==> config.mk <==
export PLATFORM = sky130hd
export DESIGN_NAME = date_text_weekday_parser
export DESIGN_NICKNAME = d
export VERILOG_FILES = /design/src/dtw_pkg.sv /design/src/dtw_front.sv /design/src/dtw_fifo.sv /design/src/dtw_back.sv /design/src/date_text_weekday_parser.sv
export SDC_FILE = /design/constraint.sdc
export NUM_CORES = 1
export LEC_CHECK = 0
export BUFFER_PORTS_ARGS = -buffer_cell sky130_fd_sc_hd__buf_2
export CAP_MARGIN = 5
export CORE_UTILIZATION = 59
export DETAILED_ROUTE_END_ITERATION = 8
export PLACE_DENSITY = 0.8
export SLEW_MARGIN = 20
export SYNTH_ARGS = -nofsm -noshare
export SYNTH_HDL_FRONTEND = slang
export SYNTH_SLANG_ARGS = --single-unit
export TNS_END_PERCENT = 100
==> constraint.sdc <==
create_clock -name clk -period 8.12 [get_ports clk]
set_input_delay 2.03 -clock clk [delete_from_list [all_inputs] [get_ports clk]]
set_output_delay 2.03 -clock clk [all_outputs]
set_load 0.005 [all_outputs]
==> src/dtw_pkg.sv <==
package dtw_pkg;

  localparam int FifoDepth = 4;
  localparam int FifoPtrW  = $clog2(FifoDepth);

  localparam logic [7:0] CharLf    = 8'h0A;
  localparam logic [7:0] CharCr    = 8'h0D;
  localparam logic [7:0] CharSlash = 8'h2F;
  localparam logic [7:0] CharZero  = 8'h30;
  localparam logic [7:0] CharNine  = 8'h39;

  localparam logic [2:0] StOk      = 3'd0;
  localparam logic [2:0] StIllegal = 3'd1;
  localparam logic [2:0] StDigits  = 3'd2;
  localparam logic [2:0] StYear    = 3'd3;
  localparam logic [2:0] StMonth   = 3'd4;
  localparam logic [2:0] StDay     = 3'd5;

  localparam logic [1:0] FieldYear  = 2'd0;
  localparam logic [1:0] FieldMonth = 2'd1;
  localparam logic [1:0] FieldDay   = 2'd2;

  localparam logic [13:0] YearMax = 14'd9999;

  // One finished line, handed from the parser to the checker.
  typedef struct packed {
    logic        illegal;
    logic        too_many;
    logic [13:0] year;
    logic [6:0]  month;
    logic [6:0]  day;
  } line_rec_t;

  typedef struct packed {
    logic [2:0] offset;
    logic [4:0] length;
  } month_info_t;

  function automatic month_info_t month_info(input logic [6:0] month);
    month_info_t mi;
    case (month)
      7'd1:    mi = '{offset: 3'd0, length: 5'd31};
      7'd2:    mi = '{offset: 3'd3, length: 5'd28};
      7'd3:    mi = '{offset: 3'd2, length: 5'd31};
      7'd4:    mi = '{offset: 3'd5, length: 5'd30};
      7'd5:    mi = '{offset: 3'd0, length: 5'd31};
      7'd6:    mi = '{offset: 3'd3, length: 5'd30};
      7'd7:    mi = '{offset: 3'd5, length: 5'd31};
      7'd8:    mi = '{offset: 3'd1, length: 5'd31};
      7'd9:    mi = '{offset: 3'd4, length: 5'd30};
      7'd10:   mi = '{offset: 3'd6, length: 5'd31};
      7'd11:   mi = '{offset: 3'd2, length: 5'd30};
      7'd12:   mi = '{offset: 3'd4, length: 5'd31};
      default: mi = '{offset: 3'd0, length: 5'd0};
    endcase
    return mi;
  endfunction

endpackage

==> src/dtw_front.sv <==
module dtw_front (
  input  logic               clk,
  input  logic               rst_n,
  input  logic               in_valid,
  output logic               in_stall,
  input  logic [7:0]         in_char_code,
  input  logic               in_end_of_input,
  input  logic               fifo_full,
  output logic               push,
  output dtw_pkg::line_rec_t push_data
);

  logic [13:0] year_r, year_nxt;
  logic [6:0]  month_r, month_nxt;
  logic [6:0]  day_r, day_nxt;
  logic [1:0]  field_r, field_nxt;
  logic [2:0]  count_r, count_nxt;
  logic        too_many_r, too_many_nxt;
  logic        illegal_r, illegal_nxt;
  logic        nonempty_r, nonempty_nxt;

  logic [13:0] t_year;
  logic [6:0]  t_month, t_day;
  logic [1:0]  t_field;
  logic [2:0]  t_count, limit;
  logic        t_too_many, t_illegal;
  logic        accept, is_term, is_digit, close_now;
  logic [3:0]  digit;
  dtw_pkg::line_rec_t rec;
  logic        rec_nonempty;

  assign in_stall = fifo_full;
  assign accept   = in_valid && !fifo_full;
  assign is_term  = (in_char_code == dtw_pkg::CharLf) || (in_char_code == dtw_pkg::CharCr);
  assign is_digit = (in_char_code >= dtw_pkg::CharZero) && (in_char_code <= dtw_pkg::CharNine);
  assign digit    = in_char_code[3:0];
  assign limit    = (field_r == dtw_pkg::FieldYear) ? 3'd4 : 3'd2;

  // State after taking the byte as a line character.
  always_comb begin
    t_year     = year_r;
    t_month    = month_r;
    t_day      = day_r;
    t_field    = field_r;
    t_count    = count_r;
    t_too_many = too_many_r;
    t_illegal  = illegal_r;
    if (is_digit) begin
      if (field_r <= dtw_pkg::FieldDay) begin
        if (count_r >= limit) begin
          t_too_many = 1'b1;
        end else begin
          t_count = count_r + 3'd1;
          case (field_r)
            dtw_pkg::FieldYear:  t_year  = {year_r[10:0], 3'b000} + {year_r[12:0], 1'b0}
                                           + {10'd0, digit};
            dtw_pkg::FieldMonth: t_month = {month_r[3:0], 3'b000} + {month_r[5:0], 1'b0}
                                           + {3'd0, digit};
            default:             t_day   = {day_r[3:0], 3'b000} + {day_r[5:0], 1'b0}
                                           + {3'd0, digit};
          endcase
        end
      end
    end else if (in_char_code == dtw_pkg::CharSlash) begin
      if (field_r >= dtw_pkg::FieldDay) begin
        t_illegal = 1'b1;
      end else begin
        t_field = field_r + 2'd1;
        t_count = 3'd0;
      end
    end else begin
      t_illegal = 1'b1;
    end
  end

  // A terminator closes the line as it stands; end of input closes it after the byte.
  assign close_now    = is_term || in_end_of_input;
  assign rec_nonempty = is_term ? nonempty_r : 1'b1;

  always_comb begin
    if (is_term) begin
      rec = '{illegal: illegal_r, too_many: too_many_r, year: year_r,
              month: month_r, day: day_r};
    end else begin
      rec = '{illegal: t_illegal, too_many: t_too_many, year: t_year,
              month: t_month, day: t_day};
    end
  end

  assign push      = accept && close_now && rec_nonempty;
  assign push_data = rec;

  always_comb begin
    year_nxt     = year_r;
    month_nxt    = month_r;
    day_nxt      = day_r;
    field_nxt    = field_r;
    count_nxt    = count_r;
    too_many_nxt = too_many_r;
    illegal_nxt  = illegal_r;
    nonempty_nxt = nonempty_r;
    if (accept) begin
      if (close_now) begin
        year_nxt     = '0;
        month_nxt    = '0;
        day_nxt      = '0;
        field_nxt    = dtw_pkg::FieldYear;
        count_nxt    = '0;
        too_many_nxt = 1'b0;
        illegal_nxt  = 1'b0;
        nonempty_nxt = 1'b0;
      end else begin
        year_nxt     = t_year;
        month_nxt    = t_month;
        day_nxt      = t_day;
        field_nxt    = t_field;
        count_nxt    = t_count;
        too_many_nxt = t_too_many;
        illegal_nxt  = t_illegal;
        nonempty_nxt = 1'b1;
      end
    end
  end

  always_ff @(posedge clk) begin
    if (!rst_n) begin
      year_r     <= '0;
      month_r    <= '0;
      day_r      <= '0;
      field_r    <= dtw_pkg::FieldYear;
      count_r    <= '0;
      too_many_r <= 1'b0;
      illegal_r  <= 1'b0;
      nonempty_r <= 1'b0;
    end else begin
      year_r     <= year_nxt;
      month_r    <= month_nxt;
      day_r      <= day_nxt;
      field_r    <= field_nxt;
      count_r    <= count_nxt;
      too_many_r <= too_many_nxt;
      illegal_r  <= illegal_nxt;
      nonempty_r <= nonempty_nxt;
    end
  end

endmodule

==> src/dtw_fifo.sv <==
module dtw_fifo (
  input  logic               clk,
  input  logic               rst_n,
  input  logic               push,
  input  dtw_pkg::line_rec_t push_data,
  output logic               full,
  input  logic               pop,
  output logic               pop_valid,
  output dtw_pkg::line_rec_t pop_data
);

  dtw_pkg::line_rec_t mem [dtw_pkg::FifoDepth];

  logic [dtw_pkg::FifoPtrW-1:0] wr_ptr_r, wr_ptr_nxt;
  logic [dtw_pkg::FifoPtrW-1:0] rd_ptr_r, rd_ptr_nxt;
  logic [dtw_pkg::FifoPtrW:0]   count_r, count_nxt;
  logic                         do_push, do_pop;

  assign full      = (count_r == (dtw_pkg::FifoPtrW+1)'(dtw_pkg::FifoDepth));
  assign pop_valid = (count_r != '0);
  assign pop_data  = mem[rd_ptr_r];
  assign do_push   = push && !full;
  assign do_pop    = pop && pop_valid;

  always_comb begin
    wr_ptr_nxt = do_push ? wr_ptr_r + 1'b1 : wr_ptr_r;
    rd_ptr_nxt = do_pop ? rd_ptr_r + 1'b1 : rd_ptr_r;
    count_nxt  = count_r;
    if (do_push && !do_pop) begin
      count_nxt = count_r + 1'b1;
    end else if (do_pop && !do_push) begin
      count_nxt = count_r - 1'b1;
    end
  end

  always_ff @(posedge clk) begin
    if (do_push) begin
      mem[wr_ptr_r] <= push_data;
    end
  end

  always_ff @(posedge clk) begin
    if (!rst_n) begin
      wr_ptr_r <= '0;
      rd_ptr_r <= '0;
      count_r  <= '0;
    end else begin
      wr_ptr_r <= wr_ptr_nxt;
      rd_ptr_r <= rd_ptr_nxt;
      count_r  <= count_nxt;
    end
  end

`ifndef SYNTHESIS
  a_count_bound: assert property (@(posedge clk) disable iff (!rst_n)
    count_r <= (dtw_pkg::FifoPtrW+1)'(dtw_pkg::FifoDepth))
    else $error("line queue count over depth");

  a_ptr_gap: assert property (@(posedge clk) disable iff (!rst_n)
    (wr_ptr_r - rd_ptr_r) == count_r[dtw_pkg::FifoPtrW-1:0])
    else $error("line queue pointers disagree with count");
`endif

endmodule

==> src/dtw_back.sv <==
module dtw_back (
  input  logic               clk,
  input  logic               rst_n,
  input  logic               rec_valid,
  input  dtw_pkg::line_rec_t rec,
  output logic               rec_pop,
  output logic               out_valid,
  input  logic               out_stall,
  output logic [2:0]         out_status,
  output logic [2:0]         out_weekday
);

  logic advance;

  // Stage A: divide by 100 and table lookup
  logic               a_valid_r;
  dtw_pkg::line_rec_t a_rec_r;
  logic [13:0]        a_yadj_r;
  logic [7:0]         a_qy_r, a_qa_r;
  logic [2:0]         a_off_r;
  logic [4:0]         a_len_r;

  // Stage B: status and day sum
  logic               b_valid_r;
  logic [2:0]         b_status_r;
  logic [14:0]        b_sum_r;

  // Output register
  logic               out_valid_r;
  logic [2:0]         out_status_r, out_weekday_r;

  logic [13:0]        yadj;
  logic [26:0]        prod_y, prod_a;
  dtw_pkg::month_info_t mi;

  logic               leap, cent;
  logic [15:0]        qy_x100;
  logic [4:0]         lim;
  logic [2:0]         status;
  logic [14:0]        sum;
  logic [5:0]         fold1;
  logic [3:0]         fold2;
  logic [2:0]         wd;

  assign advance = !out_valid_r || !out_stall;
  assign rec_pop = advance && rec_valid;

  // Floor division by 100 through the reciprocal 5243 / 2^19, exact below 43699.
  assign yadj   = rec.year - {13'd0, (rec.month < 7'd3)};
  assign prod_y = 27'(rec.year) * 27'd5243;
  assign prod_a = 27'(yadj) * 27'd5243;
  assign mi     = dtw_pkg::month_info(rec.month);

  always_ff @(posedge clk) begin
    if (advance) begin
      a_rec_r  <= rec;
      a_yadj_r <= yadj;
      a_qy_r   <= prod_y[26:19];
      a_qa_r   <= prod_a[26:19];
      a_off_r  <= mi.offset;
      a_len_r  <= mi.length;
    end
  end

  assign qy_x100 = 16'(a_qy_r) * 16'd100;
  assign cent    = (qy_x100 == {2'b00, a_rec_r.year});
  assign leap    = (a_rec_r.year[1:0] == 2'b00) && (!cent || (a_qy_r[1:0] == 2'b00));
  assign lim     = ((a_rec_r.month == 7'd2) && leap) ? 5'd29 : a_len_r;

  always_comb begin
    if (a_rec_r.illegal) begin
      status = dtw_pkg::StIllegal;
    end else if (a_rec_r.too_many) begin
      status = dtw_pkg::StDigits;
    end else if ((a_rec_r.year == 14'd0) || (a_rec_r.year > dtw_pkg::YearMax)) begin
      status = dtw_pkg::StYear;
    end else if ((a_rec_r.month == 7'd0) || (a_rec_r.month > 7'd12)) begin
      status = dtw_pkg::StMonth;
    end else if ((a_rec_r.day == 7'd0) || (a_rec_r.day > {2'b00, lim})) begin
      status = dtw_pkg::StDay;
    end else begin
      status = dtw_pkg::StOk;
    end
  end

  assign sum = {1'b0, a_yadj_r} + {3'd0, a_yadj_r[13:2]} - {7'd0, a_qa_r}
             + {9'd0, a_qa_r[7:2]} + {12'd0, a_off_r} + {8'd0, a_rec_r.day};

  always_ff @(posedge clk) begin
    if (advance) begin
      b_status_r <= status;
      b_sum_r    <= sum;
    end
  end

  // Mod 7 by summing octal digits, since 8 is 1 mod 7.
  assign fold1 = {3'd0, b_sum_r[2:0]} + {3'd0, b_sum_r[5:3]} + {3'd0, b_sum_r[8:6]}
               + {3'd0, b_sum_r[11:9]} + {3'd0, b_sum_r[14:12]};
  assign fold2 = {1'b0, fold1[2:0]} + {1'b0, fold1[5:3]};
  assign wd    = (fold2 >= 4'd7) ? 3'(fold2 - 4'd7) : fold2[2:0];

  always_ff @(posedge clk) begin
    if (advance) begin
      out_status_r  <= b_status_r;
      out_weekday_r <= (b_status_r == dtw_pkg::StOk) ? wd : 3'd0;
    end
  end

  always_ff @(posedge clk) begin
    if (!rst_n) begin
      a_valid_r   <= 1'b0;
      b_valid_r   <= 1'b0;
      out_valid_r <= 1'b0;
    end else if (advance) begin
      a_valid_r   <= rec_valid;
      b_valid_r   <= a_valid_r;
      out_valid_r <= b_valid_r;
    end
  end

  assign out_valid   = out_valid_r;
  assign out_status  = out_status_r;
  assign out_weekday = out_weekday_r;

`ifndef SYNTHESIS
  a_status_code: assert property (@(posedge clk) disable iff (!rst_n)
    out_valid_r |-> (out_status_r <= dtw_pkg::StDay))
    else $error("result status out of range");

  a_weekday_range: assert property (@(posedge clk) disable iff (!rst_n)
    out_valid_r |-> (out_weekday_r <= 3'd6))
    else $error("weekday out of range");

  a_weekday_zero: assert property (@(posedge clk) disable iff (!rst_n)
    (out_valid_r && (out_status_r != dtw_pkg::StOk)) |-> (out_weekday_r == 3'd0))
    else $error("weekday set on failed date");

  a_pop_moves: assert property (@(posedge clk) disable iff (!rst_n)
    rec_pop |=> a_valid_r)
    else $error("popped line lost before stage A");
`endif

endmodule

==> src/date_text_weekday_parser.sv <==
// Date text to weekday parser.
// Input channel (in_valid / in_stall): one text byte per beat in in_char_code,
// with in_end_of_input marking the last byte of the text. Lines hold
// year/month/day in decimal and end at CR, LF or after the end-of-input byte.
// Output channel (out_valid / out_stall): one beat per non-empty line, with
// out_status (0 ok, 1 illegal char, 2 digit count, 3 year, 4 month, 5 day)
// and out_weekday (0 Sunday .. 6 Saturday, 0 when status is not ok).
// Throughput: one byte per cycle and one result per cycle while neither channel stalls.
// Path: a result goes from the beat that closes its line through the queue,
// the divide stage, the check stage and the output register.
// The parser takes bytes while its 4-entry line queue has room; in_stall
// rises only when that queue is full. A stall on the output holds the
// check pipeline, the queue then fills, and the input stalls after it.
// Reset (rst_n low, synchronous) clears the partial line, the queue and all
// pipeline valid bits; no result is pending afterward.
module date_text_weekday_parser (
  input  logic       clk,
  input  logic       rst_n,
  input  logic       in_valid,
  output logic       in_stall,
  input  logic [7:0] in_char_code,
  input  logic       in_end_of_input,
  output logic       out_valid,
  input  logic       out_stall,
  output logic [2:0] out_status,
  output logic [2:0] out_weekday
);

  logic               fifo_full, push, pop, pop_valid;
  dtw_pkg::line_rec_t push_data, pop_data;

  dtw_front u_front (
    .clk             (clk),
    .rst_n           (rst_n),
    .in_valid        (in_valid),
    .in_stall        (in_stall),
    .in_char_code    (in_char_code),
    .in_end_of_input (in_end_of_input),
    .fifo_full       (fifo_full),
    .push            (push),
    .push_data       (push_data)
  );

  dtw_fifo u_fifo (
    .clk       (clk),
    .rst_n     (rst_n),
    .push      (push),
    .push_data (push_data),
    .full      (fifo_full),
    .pop       (pop),
    .pop_valid (pop_valid),
    .pop_data  (pop_data)
  );

  dtw_back u_back (
    .clk         (clk),
    .rst_n       (rst_n),
    .rec_valid   (pop_valid),
    .rec         (pop_data),
    .rec_pop     (pop),
    .out_valid   (out_valid),
    .out_stall   (out_stall),
    .out_status  (out_status),
    .out_weekday (out_weekday)
  );

endmodule

==> impl_metrics.py, run 1 <==
metrics = {
    "outcome": {
        "outcome": "finished clean",
    },
    "timing": {
        "max_slew_margin": 0.357,
        "final-max-slew-violation-count": 0,
        "max_freq_ghz": 0.126,
        "period_minus_slack_ps": 7950,
        "clock-skew-final_ps": 20.7,
        "hold_viol_final": 0,
        "setup_viol": 0,
        "fin_crit_sh": 0.979,
        "tightest_slew_ps": 956,
        "fin_ws_ps": 170,
    },
    "cts": {
        "cts_tree": "built",
        "cts_root_buf": "clkbuf_16",
        "cts_setup_buffers": 0,
        "ctsHoldBuffers": 0,
        "h-tree-depth": 1,
        "clk_pin_slew_ps": 60,
        "clkLatencyLatePin_ps": 550,
        "clock_path_buffers": 3,
        "clock-sinks": 258,
        "cts_inserted_buffers": 25,
    },
    "yosys": {
        "synth_cell_types": 69,
        "syn-cell-area_mm2": 0.0207,
        "syn_inst": 1744,
        "synthFlopType": "edfxtp_1",
        "synth_common_cells": "ha_1, inv_1, edfxtp_1",
        "seq_area_frac_synth": 0.352,
        "yosys.cell_count.top_type": "ha_1",
        "synth_fp_nets": 2270,
        "synth_top_cell_by_area": "edfxtp_1",
        "synth_edf_count": 210,
        "synth_top_area_frac": 0.305,
        "yosysWarnings": 0,
        "synthArstFlopShare": 0,
        "postSynthAreaPerCell_um2": 11.9,
        "ys_ff_latch": 258,
        "yosys-top-cells-area": "edfxtp_1, ha_1, fa_1",
    },
    "critical_path": {
        "cp_common_cell": "fa_1",
        "required_ps": 8400,
        "crit_type": "reg -> reg",
        "crit_path_max_incr_delay_ps": 550,
        "cp-start-kind": "flop",
        "cp.arrival_ps": 8230,
        "cp_slowest_cell": "fa_1",
        "end_kind": "flop",
        "cp_max_fo": 6,
    },
    "routing": {
        "drtIter0Drc": 733,
        "vias_per_cell": 5.64,
        "final_antenna_net_count": 0,
        "routed_wl_um": 43200,
        "first_pass_iters": 6,
        "drc": 0,
        "num_vias": 13079,
        "wl_per_cell_um": 18.6,
    },
    "grt": {
        "grt_usage": 0.249,
        "first_global_vias": 14177,
        "grt_antenna_before_repair": 0,
        "grt_max_degree": 49,
        "grt_pass1_wl_um": 70500,
        "overflow": 0,
    },
    "placement": {
        "dpl-instance-area_mm2": 0.0218,
        "io_buffers": 20,
        "place_congestion": 0.895,
        "dpl.hpwl_um": 33000,
        "pre_cts_slack_ps": -23.7,
    },
    "floorplan": {
        "initial_utilization": 0.598,
        "coreArea_mm2": 0.0345,
        "die_area_mm2": 0.0358,
        "die_h_um": 189,
        "fp.dieW_um": 189,
        "ios": 21,
        "rows": 68,
    },
    "worst_hold_path": {
        "hp-class": "reg -> reg",
    },
    "layout": {
        "drive_above_1_share": 0.109,
        "diodes": 0,
        "final_cell_area_mm2": 0.0228,
        "utilization": 0.660,
        "areaGrowthSynthToFinish_pct": 10.3,
        "nets": 2373,
    },
    "job": {
        "max-cap-violations": 0,
    },
}
## through the flow
step                setup TNS [ps]  cells  hold slack, ps
floorplan                        0   1744             429
global placement                 0   2275             447
detailed placement           -23.7   2275             453
CTS                              0   2321             470
global route                  -431   2321             477
finish                           0   2321             468
## cell type report
class | instances | area, um2
multi-input cells | 1120 | 12100
fillers | 2451 | 11700
flip-flops and latches | 258 | 7270
inverters | 343 | 1290
repair buffers | 99 | 701
clock buffers | 28 | 637
well taps | 455 | 569
clock inverters | 18 | 234
## routing by layer
metal	routed length [um]	up-vias	global-route usage
li1	-	6153	-
met1	18000	6515	0.317
met2	21800	313	0.439
met3	1870	98	0.0317
met4	1520	0	0.0856
met5	0	-	0
## path summary, 6_finish.rpt
| path | startpoint | end | slack, ps | cells after the start |
|---|---|---|---|---|
| worst max-delay path | u_fifo.mem[3][13]$_DFFE_PP_ | u_back.a_qa_r[6]$_DFFE_PN_ | 170 | 31 |
| worst min-delay path | u_front.illegal_r$_SDFFE_PN0P_ | u_front.illegal_r$_SDFFE_PN0P_ | 470 | 2 |
| worst max register to register | u_fifo.mem[3][13]$_DFFE_PP_ | u_back.a_qa_r[6]$_DFFE_PN_ | 170 | 31 |
| worst min register to register | u_front.illegal_r$_SDFFE_PN0P_ | u_front.illegal_r$_SDFFE_PN0P_ | 470 | 2 |
## timing repair
action,CTS,global route
pin swaps,1,6
endpoints found under the hold margin,0,0
resized for setup,4,16
endpoints found under the setup margin,1,7
## state kept, by name (all words and copies together), names as in the netlist, 3 cells and up, named ones only
signal / count
u_back.a_len_r: 3
u_back.a_off_r: 3
u_back.a_qa_r: 8
u_back.a_qy_r: 8
u_back.a_rec_r: 30
u_back.a_yadj_r: 14
u_back.b_status_r: 3
u_back.b_sum_r: 15
u_back.out_status: 3
u_back.out_weekday: 3
u_fifo.count_r: 3
u_fifo.mem: 120
u_front.count_r: 3
u_front.day_r: 7
u_front.month_r: 7
u_front.year_r: 14
## cells by family (layout without fill, tap and decap cells)
family	Yosys count	in the layout	share of synthesized area
muxes	44	44	0.0403
adders and majority gates	513	513	0.371
AOI/OAI and AO/OA	211	211	0.0671
xor gates and xnor gates	94	94	0.0398
DFF	258	258	0.352
and+or+nand+nor	258	258	0.0629
buffers and inverters	366	488	0.0672
## layout by cell type (no fill, tap or decap), types with 29 or more instances in the layout
| cell type | count |
|---|---|
| o21ai_0 | 39 |
| dfxtp_1 | 47 |
| ha_1 | 345 |
| xor2_1 | 29 |
| a21oi_1 | 50 |
| nor2b_1 | 34 |
| edfxtp_1 | 210 |
| buf_4 | 77 |
| fa_1 | 167 |
| inv_1 | 342 |
| mux4_2 | 30 |
| nand2_1 | 76 |
| nor2_1 | 45 |
| xnor2_1 | 63 |
## worst max-delay path, delay by kind of cell (launching register included)
kind / cells / cell delay (ps)
simple gates: 6 / 1210
buf+inv: 6 / 660
mux: 1 / 520
flops: 1 / 390
xor+xnor: 2 / 250
fa+ha+maj: 8 / 3000
compound gates: 8 / 1650
Power of run 1 is left out: the tool's default activity adds up to more than one toggle a clock period on the data nets, which glitch-free logic cannot reach.
==> run 2, diff against run 1 <==
--- a/config.mk
+++ b/config.mk
@@ -8,6 +8,7 @@
 export BUFFER_PORTS_ARGS = -buffer_cell sky130_fd_sc_hd__buf_2
 export CAP_MARGIN = 5
 export CORE_UTILIZATION = 59
+export CTS_BUF_LIST = sky130_fd_sc_hd__clkbuf_4 sky130_fd_sc_hd__clkbuf_8 sky130_fd_sc_hd__clkbuf_16
 export DETAILED_ROUTE_END_ITERATION = 8
 export PLACE_DENSITY = 0.8
 export SLEW_MARGIN = 20
==> run 2 against run 1 <==
Effect of this change: register-to-register slack better by 130 ps; utilization up 0.090 points; clock skew down 2.1 ps; hold slack worse by 2.3 ps; global-route usage up 0.062 points; critical path depth unchanged; largest cell class unchanged; sequential share of layout area about the same; final cell count about the same.
==> impl_metrics.py, run 2 (same netlist as run 1, synthesis figures left out) <==
metrics = {
    "layout": {
        "final_common_cell": "ha_1",
        "drive_above_1_share": 0.112,
        "nets": 2374,
        "layout_common_cells": "ha_1, inv_1, edfxtp_1",
        "final_cells": 2322,
        "largest_reg_flops": 120,
        "nFillCells": 2439,
        "diodes": 0,
        "final_cell_area_mm2": 0.0228,
        "reg.largest.list": "u_fifo.mem: 120 flops, u_back.a_rec_r: 30 flops, u_back.b_sum_r: 15 flops",
        "areaGrowthSynthToFinish_pct": 10.5,
        "top_register": "u_fifo.mem",
    },
    "critical_path": {
        "crit_buf_inv": 6,
        "cp-start-kind": "flop",
        "crit_path_max_incr_delay_ps": 550,
        "ff2ff_setup_slack_ps": 300,
        "ff2ff_path_depth": 31,
        "cp.arrival_ps": 8100,
        "end_kind": "flop",
        "endpoint": "u_back.a_qa_r[6]$_DFFE_PN_",
        "crit_type": "reg -> reg",
        "required_ps": 8410,
        "path_depth": 31,
        "r2r_end": "u_back.a_qa_r[6]$_DFFE_PN_",
        "cp_slowest_cell": "fa_1",
        "cp_max_fo": 4,
        "cp_common_cell": "nand2_1",
        "cpLargestDelayFamily": "adder cells",
    },
    "placement": {
        "io_buffers": 20,
        "placed_cells": 2275,
        "dpl-instance-area_mm2": 0.0218,
        "place_congestion": 0.895,
        "pre_cts_slack_ps": -23.7,
        "dpl.hpwl_um": 33000,
    },
    "grt": {
        "grt_usage": 0.250,
        "grt_pass1_wl_um": 70700,
        "grt_max_degree": 49,
        "overflow": 0,
        "first_global_vias": 14184,
        "grt_antenna_before_repair": 0,
    },
    "cts": {
        "h-tree-depth": 1,
        "clkLatencyLatePin_ps": 540,
        "clock-sinks": 258,
        "cts_tree": "built",
        "cts_root_buf": "clkbuf_16",
        "clock_path_buffers": 3,
        "cts_inserted_buffers": 25,
        "clk_pin_slew_ps": 60,
    },
    "routing": {
        "drc": 0,
        "final_antenna_net_count": 0,
        "num_vias": 13045,
        "drtIter0Drc": 794,
        "routed_wl_um": 42800,
        "vias_per_cell": 5.62,
        "first_pass_iters": 5,
        "wl_per_cell_um": 18.4,
    },
    "floorplan": {
        "initial_utilization": 0.598,
        "coreArea_mm2": 0.0345,
        "ios": 21,
        "rows": 68,
        "die_h_um": 189,
        "fp.dieW_um": 189,
        "die_area_mm2": 0.0358,
    },
    "job": {
        "max-cap-violations": 0,
    },
    "timing": {
        "tightest_slew_ps": 899,
        "max_freq_ghz": 0.128,
        "fin_ws_ps": 301,
        "clock-skew-final_ps": 18.6,
        "max_slew_margin": 0.396,
        "final-max-slew-violation-count": 0,
        "setup_viol": 0,
        "whs_ps": 465,
        "hold_viol_final": 0,
        "period_minus_slack_ps": 7820,
        "fin_crit_sh": 0.963,
    },
    "outcome": {
        "outcome": "finished clean",
    },
    "worst_hold_path": {
        "hp-class": "reg -> reg",
    },
}
run 2: how the worst min path moves through the flow:
stage | startpoint | to | slack [ps] | cells after the start
3_3_place_gp | u_front.too_many_r$_SDFFE_PN0P_ | u_front.too_many_r$_SDFFE_PN0P_ | 450 | 2
2_1_floorplan | u_front.too_many_r$_SDFFE_PN0P_ | u_front.too_many_r$_SDFFE_PN0P_ | 430 | 2
3_5_place_dp | u_front.illegal_r$_SDFFE_PN0P_ | u_front.illegal_r$_SDFFE_PN0P_ | 450 | 2
5_1_grt | u_front.illegal_r$_SDFFE_PN0P_ | u_front.illegal_r$_SDFFE_PN0P_ | 480 | 2
6_report | u_front.illegal_r$_SDFFE_PN0P_ | u_front.illegal_r$_SDFFE_PN0P_ | 470 | 2
4_1_cts | u_front.illegal_r$_SDFFE_PN0P_ | u_front.illegal_r$_SDFFE_PN0P_ | 470 | 2
run 2: worst reg2reg max path, delay by kind of cell, from the launching register on:
kind,cells,cell delay [ps]
muxes,1,520
adders and majority gates,7,2780
AOI/OAI and AO/OA,8,1480
xor gates and xnor gates,2,400
and+or+nand+nor,7,1250
buffers and inverters,6,730
DFF,1,380
run 2: layout make-up:
cell class / instances / area [um2] / area share
Sequential cell: 258 / 7270 / 0.318
Tap cell: 455 / 569 / 0.0249
Clock inverter: 18 / 234 / 0.0102
Timing Repair Buffer: 100 / 708 / 0.0310
Multi-Input combinational cell: 1120 / 12100 / 0.531
Inverter: 343 / 1290 / 0.0564
Clock buffer: 28 / 648 / 0.0284
run 2: routing by layer:
metal	share of wire	wire length, um	vias up	track usage
met5	0	0	-	0
met2	0.50	21500	305	0.438
met1	0.42	17900	6473	0.319
li1	-	-	6163	-
met3	0.042	1820	104	0.0323
met4	0.038	1620	0	0.0868
run 2: metrics by stage:
step	utilization	setup TNS, ps
6_report	0.661	0
5_1_grt	0.661	-104
4_1_cts	0.658	0
3_5_place_dp	0.632	-23.7
3_3_place_gp	0.632	0
2_1_floorplan	-	0
run 2: timing repair:
item                       CTS  global route
hold buffers                 0             0
resized for setup            4            19
pin swaps                    0             6
setup buffers                0             1
setup endpoints to repair    3             5
Power of run 2 is left out for the same reason.
